`config.mk`:
```
export PLATFORM = sky130hd
export DESIGN_NAME = breakpoint_address_table
export DESIGN_NICKNAME = d
export VERILOG_FILES = /design/src/hw/rtl/bat_pkg.sv /design/src/hw/rtl/breakpoint_address_table.sv
export SDC_FILE = /design/constraint.sdc
export NUM_CORES = 1
export LEC_CHECK = 0
export ABC_AREA = 0
export BUFFER_PORTS_ARGS = -buffer_cell sky130_fd_sc_hd__buf_2
export CAP_MARGIN = 10
export CORE_MARGIN = 5
export CORE_UTILIZATION = 30
export CTS_BUF_LIST = sky130_fd_sc_hd__clkbuf_16
export DETAILED_ROUTE_END_ITERATION = 8
export PLACE_DENSITY = 0.43
export SETUP_SLACK_MARGIN = 0.1
export SLEW_MARGIN = 20
export SYNTH_ARGS = -nofsm -noshare
export SYNTH_HDL_FRONTEND = slang
export SYNTH_SLANG_ARGS = --single-unit
```
`constraint.sdc`:
```
create_clock -name aclk -period 4.95 [get_ports aclk]
set_input_delay 0.495 -clock aclk [delete_from_list [all_inputs] [get_ports aclk]]
set_output_delay 0.495 -clock aclk [all_outputs]
set_load 0.1 [all_outputs]
```
`src/hw/rtl/bat_pkg.sv`:
```
`default_nettype none

package bat_pkg;

    // Default table geometry.
    localparam int DEFAULT_TABLE_DEPTH = 16;
    localparam int DEFAULT_ADDR_BITS   = 16;

    // Fixed field widths on the stream ports.
    localparam int KIND_W        = 2;
    localparam int IN_ADDR_W     = 16;
    localparam int COUNT_FIELD_W = 5;
    localparam int OUT_W         = 8;

    // Operation codes carried in s_tuser.
    localparam logic [KIND_W-1:0] KIND_QUERY  = 2'd0;
    localparam logic [KIND_W-1:0] KIND_SET    = 2'd1;
    localparam logic [KIND_W-1:0] KIND_CLEAR  = 2'd2;
    localparam logic [KIND_W-1:0] KIND_TOGGLE = 2'd3;

endpackage

`default_nettype wire

```
`src/hw/rtl/breakpoint_address_table.sv`:
```
// The result beat turns valid once the input beat has passed a linear scan of the valid entries,
// the apply step and the post step; a hit ends the scan early, and removals add a move step.
// A new input beat is taken only after the previous one is handed to the output register, which
// waits while an earlier result is not taken; the single read port and one comparator set the pace.
// Reset: synchronous, active-low aresetn empties the table (count to zero) and drops any result;
// the entry memory itself is not cleared, since only entries below the count are ever compared.
`default_nettype none

module breakpoint_address_table
    import bat_pkg::*;
#(
    parameter int TABLE_DEPTH = DEFAULT_TABLE_DEPTH,
    parameter int ADDR_BITS   = DEFAULT_ADDR_BITS
) (
    input  wire logic                 aclk,
    input  wire logic                 aresetn,
    // Input channel.
    input  wire logic                 s_tvalid,
    output logic                      s_tready,
    input  wire logic [IN_ADDR_W-1:0] s_tdata,   // [15:0] address
    input  wire logic [KIND_W-1:0]    s_tuser,   // [1:0] kind
    // Result channel.
    output logic                      m_tvalid,
    input  wire logic                 m_tready,
    output logic [OUT_W-1:0]          m_tdata    // [0] was_present, [1] now_present,
                                                 // [6:2] entry_count, [7] refused_full
);

    // Count must hold TABLE_DEPTH itself; the index only needs to reach TABLE_DEPTH - 1.
    localparam int CNT_W = $clog2(TABLE_DEPTH + 1);
    localparam int IDX_W = (TABLE_DEPTH > 1) ? $clog2(TABLE_DEPTH) : 1;
    // Only the low bits of the 16-bit address field take part, and no more than ADDR_BITS.
    localparam int KEY_W = (ADDR_BITS < IN_ADDR_W) ? ADDR_BITS : IN_ADDR_W;

    // Sequencer states.
    localparam logic [2:0] S_IDLE   = 3'd0;  // waiting for an input beat
    localparam logic [2:0] S_SEARCH = 3'd1;  // scanning valid entries for the key
    localparam logic [2:0] S_APPLY  = 3'd2;  // decide the operation, insert if needed
    localparam logic [2:0] S_MOVE   = 3'd3;  // copy the last entry into the freed slot
    localparam logic [2:0] S_POST   = 3'd4;  // hand the result to the output register

    logic [2:0]        state_reg;
    logic [KEY_W-1:0]  key_reg;
    logic [KIND_W-1:0] kind_reg;
    logic [CNT_W-1:0]  count_reg;
    logic [CNT_W-1:0]  idx_reg;       // next entry to read during the scan
    logic [IDX_W-1:0]  cmp_idx_reg;   // entry whose data sits in rd_data_reg
    logic              cmp_vld_reg;   // rd_data_reg holds an entry still to compare
    logic              found_reg;
    logic [IDX_W-1:0]  slot_reg;
    logic              was_reg;
    logic              now_reg;
    logic              refused_reg;
    logic              m_tvalid_reg;
    logic [OUT_W-1:0]  m_tdata_reg;

    // Entry memory: one write port and one registered read port.
    logic [KEY_W-1:0]  entry_mem [TABLE_DEPTH];
    logic [KEY_W-1:0]  rd_data_reg;
    logic [IDX_W-1:0]  rd_idx;
    logic              wr_en;
    logic [IDX_W-1:0]  wr_idx;
    logic [KEY_W-1:0]  wr_data;

    logic [CNT_W-1:0]  last_cnt;
    logic              hit;
    logic              issue;
    logic              full;
    logic              do_insert;
    logic              do_remove;
    logic [31:0]       count_ext;

    assign s_tready = (state_reg == S_IDLE);
    assign m_tvalid = m_tvalid_reg;
    assign m_tdata  = m_tdata_reg;

    assign last_cnt  = count_reg - CNT_W'(1);
    assign count_ext = 32'(count_reg);
    assign full      = (count_reg == CNT_W'(TABLE_DEPTH));

    // The one comparator: the entry read last cycle against the key.
    assign hit   = cmp_vld_reg && (rd_data_reg == key_reg);
    assign issue = (idx_reg < count_reg);

    // A set, or a toggle of an absent address, inserts; a clear or toggle of a present one removes.
    assign do_insert = !found_reg && ((kind_reg == KIND_SET) || (kind_reg == KIND_TOGGLE));
    assign do_remove = found_reg && ((kind_reg == KIND_CLEAR) || (kind_reg == KIND_TOGGLE));

    // During the scan the read port walks the entries; in the apply step it fetches the last
    // valid entry so that a removal can move it into the freed slot.
    always_comb begin
        if (state_reg == S_APPLY) begin
            rd_idx = last_cnt[IDX_W-1:0];
        end else begin
            rd_idx = idx_reg[IDX_W-1:0];
        end
    end

    always_comb begin
        wr_en   = 1'b0;
        wr_idx  = count_reg[IDX_W-1:0];
        wr_data = key_reg;
        if (state_reg == S_APPLY && do_insert && !full) begin
            wr_en = 1'b1;
        end else if (state_reg == S_MOVE) begin
            wr_en   = 1'b1;
            wr_idx  = slot_reg;
            wr_data = rd_data_reg;
        end
    end

    always_ff @(posedge aclk) begin
        rd_data_reg <= entry_mem[rd_idx];
        if (wr_en) begin
            entry_mem[wr_idx] <= wr_data;
        end
    end

    always_ff @(posedge aclk) begin
        if (!aresetn) begin
            state_reg    <= S_IDLE;
            count_reg    <= '0;
            cmp_vld_reg  <= 1'b0;
            m_tvalid_reg <= 1'b0;
        end else begin
            // The post step loads the next result itself, so the drain only acts outside it.
            if (m_tvalid_reg && m_tready && (state_reg != S_POST)) begin
                m_tvalid_reg <= 1'b0;
            end
            unique case (state_reg)
                S_IDLE: begin
                    if (s_tvalid) begin
                        key_reg     <= s_tdata[KEY_W-1:0];
                        kind_reg    <= s_tuser;
                        idx_reg     <= '0;
                        cmp_vld_reg <= 1'b0;
                        found_reg   <= 1'b0;
                        state_reg   <= S_SEARCH;
                    end
                end
                S_SEARCH: begin
                    // Reads are issued one per cycle and each is compared in the next cycle.
                    if (hit) begin
                        found_reg   <= 1'b1;
                        slot_reg    <= cmp_idx_reg;
                        cmp_vld_reg <= 1'b0;
                        state_reg   <= S_APPLY;
                    end else if (issue) begin
                        cmp_idx_reg <= idx_reg[IDX_W-1:0];
                        cmp_vld_reg <= 1'b1;
                        idx_reg     <= idx_reg + CNT_W'(1);
                    end else if (cmp_vld_reg) begin
                        cmp_vld_reg <= 1'b0;
                    end else begin
                        state_reg <= S_APPLY;
                    end
                end
                S_APPLY: begin
                    was_reg     <= found_reg;
                    refused_reg <= 1'b0;
                    if (do_insert) begin
                        if (full) begin
                            refused_reg <= 1'b1;
                            now_reg     <= 1'b0;
                        end else begin
                            count_reg <= count_reg + CNT_W'(1);
                            now_reg   <= 1'b1;
                        end
                        state_reg <= S_POST;
                    end else if (do_remove) begin
                        now_reg   <= 1'b0;
                        state_reg <= S_MOVE;
                    end else begin
                        now_reg   <= found_reg;
                        state_reg <= S_POST;
                    end
                end
                S_MOVE: begin
                    count_reg <= last_cnt;
                    state_reg <= S_POST;
                end
                S_POST: begin
                    // Wait here only while an earlier result beat is still not taken.
                    if (!m_tvalid_reg || m_tready) begin
                        m_tvalid_reg <= 1'b1;
                        m_tdata_reg  <= {refused_reg, count_ext[COUNT_FIELD_W-1:0],
                                         now_reg, was_reg};
                        state_reg    <= S_IDLE;
                    end
                end
                default: begin
                    state_reg <= S_IDLE;
                end
            endcase
        end
    end

endmodule

`default_nettype wire

```
==> run summary, run 1 <==
pwr/cell area - 412 nW/um^2
Largest stage delay, worst path - 920 ps
Worst IR Drop VDD - 0.000231 V
dpl ws - 1490 ps
max cap viols - 0
final setup vio count - 0
Hold Crit Class - in2reg
asr flop ratio synth - 0%
CTS max path bufs - 3
Yosys top cell by area - edfxtp_1
Synth Instances - 836
Via density - 5.15
core box area - 49,000 um^2
gr usage total - 14.8%
max reg flops - 256
post-CTS resize count - 0
Synth area leaders - edfxtp_1 (61%), mux4_2 (19%), dfxtp_1 (3.5%), o32a_1 (2.1%), xnor2_1 (1.4%)
status - finished, final reports clean
area of the mapped netlist - 14,800 um^2
CP Data Arrival Time - 3790 ps
Clk pin slew, worst setup/hold paths - 60 ps
Residual DRC - 0
via count - 8,079
met1 Use GR - 19.7%
Clock Skew - 25.3 ps
Rows - 81
dpl hpwl - 22,900 um
grt total ovfl - 0
Setup crit start kind - flop
Clk Latency, worst-skew pair - 550 ps
Post-synth top cells - edfxtp_1 (299), mux4_2 (128), nand2_1 (45)
postcts setup bufs - 0
IO Pins - 32
crit path buf inv count - 2
CP Capture Type - flop
sequential area share after synthesis - 64.1%
die footprint - 54,000 um^2
post-layout util - 34.9%
worst-margin pin slew - 886 ps
met2 usage - 25.1%
Clock Sink Count - 325
antenna viol nets, final - 0
synthesis warning total - 0
Synth top area share - 60.6%
routed wire length - 39,800 um
min Tclk post-route - 3390 ps
CP cell instances - inv_1, ha_2, buf_4, mux4_2, o32a_1, a22oi_1, a31oi_1
FF+latch count, synth - 325
DRT iter0 DRCs - 548
Pins Over Slew Limit - 0
count of cell types in the netlist - 51
setup ws final - 1560 ps
met3 usage - 2.45%
die span in y - 232 um
syn avg cell area - 17.7 um^2
unrepaired setup endpoints after global routing - false
critical-path maximum fanout - 28
vias in the first global route - 8,509
TritonCTS clock tree - done
EDFF count, synth - 299
RD Place Congestion - 0.732
CTS Buf Count - 38
IO buf count - 31
f_max - 295 MHz
nets - 908
most common cell in the synthesized netlist - edfxtp_1
ys flop type - edfxtp_1
First-pass DRT Iterations - 5
CP delay by family, top - adder cells
hold_buf cts - 0
share of cells above drive strength 1 - 31.3%
critical path class - reg2reg
FILL cells - 4,572
Hold Violations, Final - 0
Synth-to-Final Area Change - 15.1%
Die X - 232 um
root buf cell - clkbuf_16
first-pass GRT wire length - 58,700 um
WL per Instance - 25.4 um
syn_nets - 866
GRT busiest layer - met2
H-Tree Depth - 2
Inserted Diodes - 0
Starting Density - 30.3%
initial antenna violation count - 0
Lkg Pwr - 5.27 nW
pin count of the biggest net entering global routing - 70
period utilisation layout - 68.5%
setup_tns - 0 ps
Worst EP required - 5350 ps
Relative slew margins - 40.3%
CP max stage cell - ha_2
==> through the flow <==
step	instances	area, um^2	hold WS [ps]	power, mW
final	1568	17100	118	7.03
after global routing	1568	17100	95.0	7.33
after CTS	1568	17100	77.2	7.15
after detailed placement	1502	15800	405	4.30
after global placement	1502	15800	402	4.30
after floorplan	836	14800	400	3.94
==> cell usage in the layout, fill, tap and decap left out, drive strengths merged, types with 2 or more instances in the layout <==
cell type and instances:
nand4 5, clkinv 14, inv 16, a21boi 2, nor3b 5, xnor2 24
a22oi 15, clkbuf 38, o32a 31, nor4 3, o32ai 2, nor2 44
mux2 16, bufinv 6, buf 62, ha 8, clkinvlp 2, o21ai 10
mux2i 3, edfxtp 299, dfxtp 26, a31oi 21, nor3 35, nand2 46
a32o 2, xor2 2, nand3 8, and2 4, mux4 128, a21oi 9
nor2b 3, nand2b 3
==> area by class of cell <==
type	count	area [um^2]	share of cell area (%)
clock buffer	38	951	5.57
clock inverter	28	289	1.69
inverter	10	37.5	0.220
multi-input combinational	441	5040	29.5
sequential	325	9500	55.7
tap	664	831	4.87
timing repair buffer	62	413	2.42
==> cells by family after synthesis <==
kind of cell,synth area share (%)
and+or+nand+nor,5.35
adders and majority gates,0.675
xor gates and xnor gates,1.54
AOI/OAI and AO/OA,5.10
muxes,20.9
DFF,64.1
buffers and inverters,2.40
==> metal layers <==
metal / vias up / share of wire [%]
met3: 59 / 3.8
met5: - / 0
met4: 0 / 2.3
met1: 4314 / 44
met2: 152 / 50
li1: 3554 / -
==> final timing paths <==
kind | to | cells after the start | slack [ps] | start
setup / recovery | rd_data_reg[3]$_DFF_P_ | 7 | 1560 | count_reg[0]$_SDFFE_PN0P_
hold reg to reg | m_tdata[0]$_DFFE_PP_ | 0 | 420 | was_reg$_DFFE_PP_
hold / removal | kind_reg[0]$_DFFE_PP_ | 1 | 120 | s_tuser[0]
setup reg to reg | rd_data_reg[3]$_DFF_P_ | 7 | 1560 | count_reg[0]$_SDFFE_PN0P_
==> worst reg2reg max path: stages, from the launching register on <==
cell and delay, ps:
dfxtp_4 630, inv_1 190, ha_2 920, buf_4 340
mux4_2 300, o32a_1 320, a22oi_1 410, a31oi_1 130
==> power by group <==
part / internal [mW] / total (mW) / switching, mW
clock: 1.71 / 2.82 / 1.11
sequential: 3.11 / 3.19 / 0.0764
combinational: 0.402 / 1.02 / 0.615
total: 5.22 / 7.03 / 1.80
No activity file was read; power rests on OpenSTA's default activity.
==> inputs of run 2 (changes only) <==
Settings changed: ABC_AREA 0 to 1, PLACE_DENSITY 0.43 to 0.45.
Clock period 4.95 ns to 2.86 ns, I/O delays scaled along.
==> run summary, run 2 <==
status - finished, final reports clean
Pins Over Slew Limit - 0
pwr/cell area - 714 nW/um^2
M1 WL - 15,500 um
gr usage total - 13.4%
synthesis warning total - 0
Residual DRC - 0
commonest non-fill, non-tap cell in the layout - nand2_1
max cap viols - 0
unrepaired setup endpoints after global routing - false
Clk pin slew, worst setup/hold paths - 60 ps
CTS Buf Count - 37
pin count of the biggest net entering global routing - 82
Hold Violations, Final - 0
FF+latch count, synth - 325
HP Start - m_tready
die footprint - 50,100 um^2
dpl hpwl - 21,300 um
critical-path maximum fanout - 40
max reg flops - 256
syn_nets - 1,319
TritonCTS clock tree - done
setup_tns - 0 ps
WL per Instance - 16.7 um
Relative slew margins - 48.9%
CTS max path bufs - 3
reg2reg start - state_reg[2]$_SDFFE_PN0P_
Clk Latency, worst-skew pair - 540 ps
syn avg cell area - 10.7 um^2
most common cell in the synthesized netlist - nand2_1
IO Pins - 32
Setup crit start kind - flop
Inserted Diodes - 0
root buf cell - clkbuf_16
die span in y - 224 um
min Tclk post-route - 2460 ps
most frequent cells in the layout - nand2_1 (358), edfxtp_1 (299), inv_1 (183)
core box area - 45,300 um^2
ys flop type - edfxtp_1
CP Data Arrival Time - 2700 ps
Synth Instances - 1,289
Worst IR Drop VDD - 0.000333 V
WL met3 - 850 um
reg2reg setup slack - 400 ps
Reg-to-Reg End - entry_mem[15][0]$_DFFE_PP_
DRT iter0 DRCs - 598
Lkg Pwr - 6.52 nW
Starting Density - 30.3%
sequential area share after synthesis - 69.2%
vias in the first global route - 8,926
IO buf count - 31
H-Tree Depth - 2
Setup crit end - entry_mem[15][0]$_DFFE_PP_
max layer used - met4
Worst EP required - 3100 ps
Reg2Reg Depth - 8
hold_buf cts - 18
nets - 1,411
Post-synth top cells - nand2_1 (359), edfxtp_1 (299), inv_1 (175)
CP Capture Type - flop
Die X - 224 um
Hold Crit Class - in2reg
antenna viol nets, final - 0
period utilisation layout - 85.9%
count of cell types in the netlist - 30
post-CTS resize count - 0
Finished Layout Cells - 2,009
Via density - 4.44
post-layout util - 36.1%
postcts setup bufs - 0
critical path class - reg2reg
total power - 11.7 mW
Synth area leaders - edfxtp_1 (65%), nand2_1 (9.8%), inv_1 (4.8%), nand3_1 (4.2%), dfxtp_1 (3.8%)
routed wire length - 33,500 um
Clock Skew - 15.6 ps
Synth top area share - 65.4%
grt total ovfl - 0
area of the mapped netlist - 13,700 um^2
initial antenna violation count - 0
Clock Sink Count - 325
first-pass GRT wire length - 52,600 um
RD Place Congestion - 0.780
Synth-to-Final Area Change - 18.9%
source of the critical timing path - state_reg[2]$_SDFFE_PN0P_
asr flop ratio synth - 0%
final setup vio count - 0
share of cells above drive strength 1 - 11.6%
worst-margin pin slew - 765 ps
dpl cells - 1,924
f_max - 407 MHz
First-pass DRT Iterations - 5
via count - 8,925
Yosys top cell by area - edfxtp_1
Rows - 78
DR WL met2 - 16,300 um
EDFF count, synth - 299
## run 2: logic make-up after synthesis
group	Yosys count	share of synthesized area (%)
AO/OA/AOI/OAI	148	6.12
buffers and inverters	232	6.86
AND/OR/NAND/NOR	572	16.8
adder cells (fa/ha/maj)	8	0.729
flip-flops	325	69.2
XOR/XNOR	4	0.255
## run 2: where the power goes
part	total (mW)	internal [mW]	leakage, nW	switching [mW]
clock network	4.59	2.73	0.597	1.87
registers	5.47	5.37	2.91	0.103
logic	1.58	0.484	3.01	1.10
total	11.7	8.58	6.52	3.07
## run 2: worst min path at each step
stage	cells after the start	endpoint
floorplan	0	key_reg[0]$_DFFE_PP_
global placement	0	slot_reg[0]$_DFFE_PP_
detailed placement	0	m_tdata[0]$_DFFE_PP_
CTS	4	m_tvalid$_SDFF_PN0_
global route	3	count_reg[0]$_SDFFE_PN0P_
finish	4	m_tvalid$_SDFF_PN0_
## run 2: stage by stage
step | hold WS [ps] | setup WS (ps) | area [um^2]
floorplan | 385 | 448 | 13700
global placement | 401 | 434 | 15000
detailed placement | 405 | 420 | 15000
CTS | 23.3 | 376 | 16300
global route | 59.1 | 216 | 16300
finish | 47.0 | 404 | 16300
## run 2: layout make-up
cell class	count	area, um^2
Fill cell	4498	29000
Multi-Input combinational cell	732	3360
Inverter	177	664
Tap cell	600	751
Sequential cell	325	9500
Timing Repair Buffer	108	878
Clock buffer	39	976
Clock inverter	28	199
## run 2: critical path, stage by stage (launching register included)
cell and delay (ps):
dfxtp_1 410, nor2_2 70, nand2_1 200, buf_4 380
nand2_1 90, o21ai_0 190, nand2_1 270, nor2_2 350
buf_12 190
## run 2: per-layer routing
| metal | vias to the layer above | track usage, % |
|---|---|---|
| met5 | - | 0 |
| met1 | 4281 | 17.6 |
| met4 | 0 | 4.62 |
| met3 | 53 | 1.85 |
| met2 | 110 | 22.9 |
| li1 | 4481 | - |
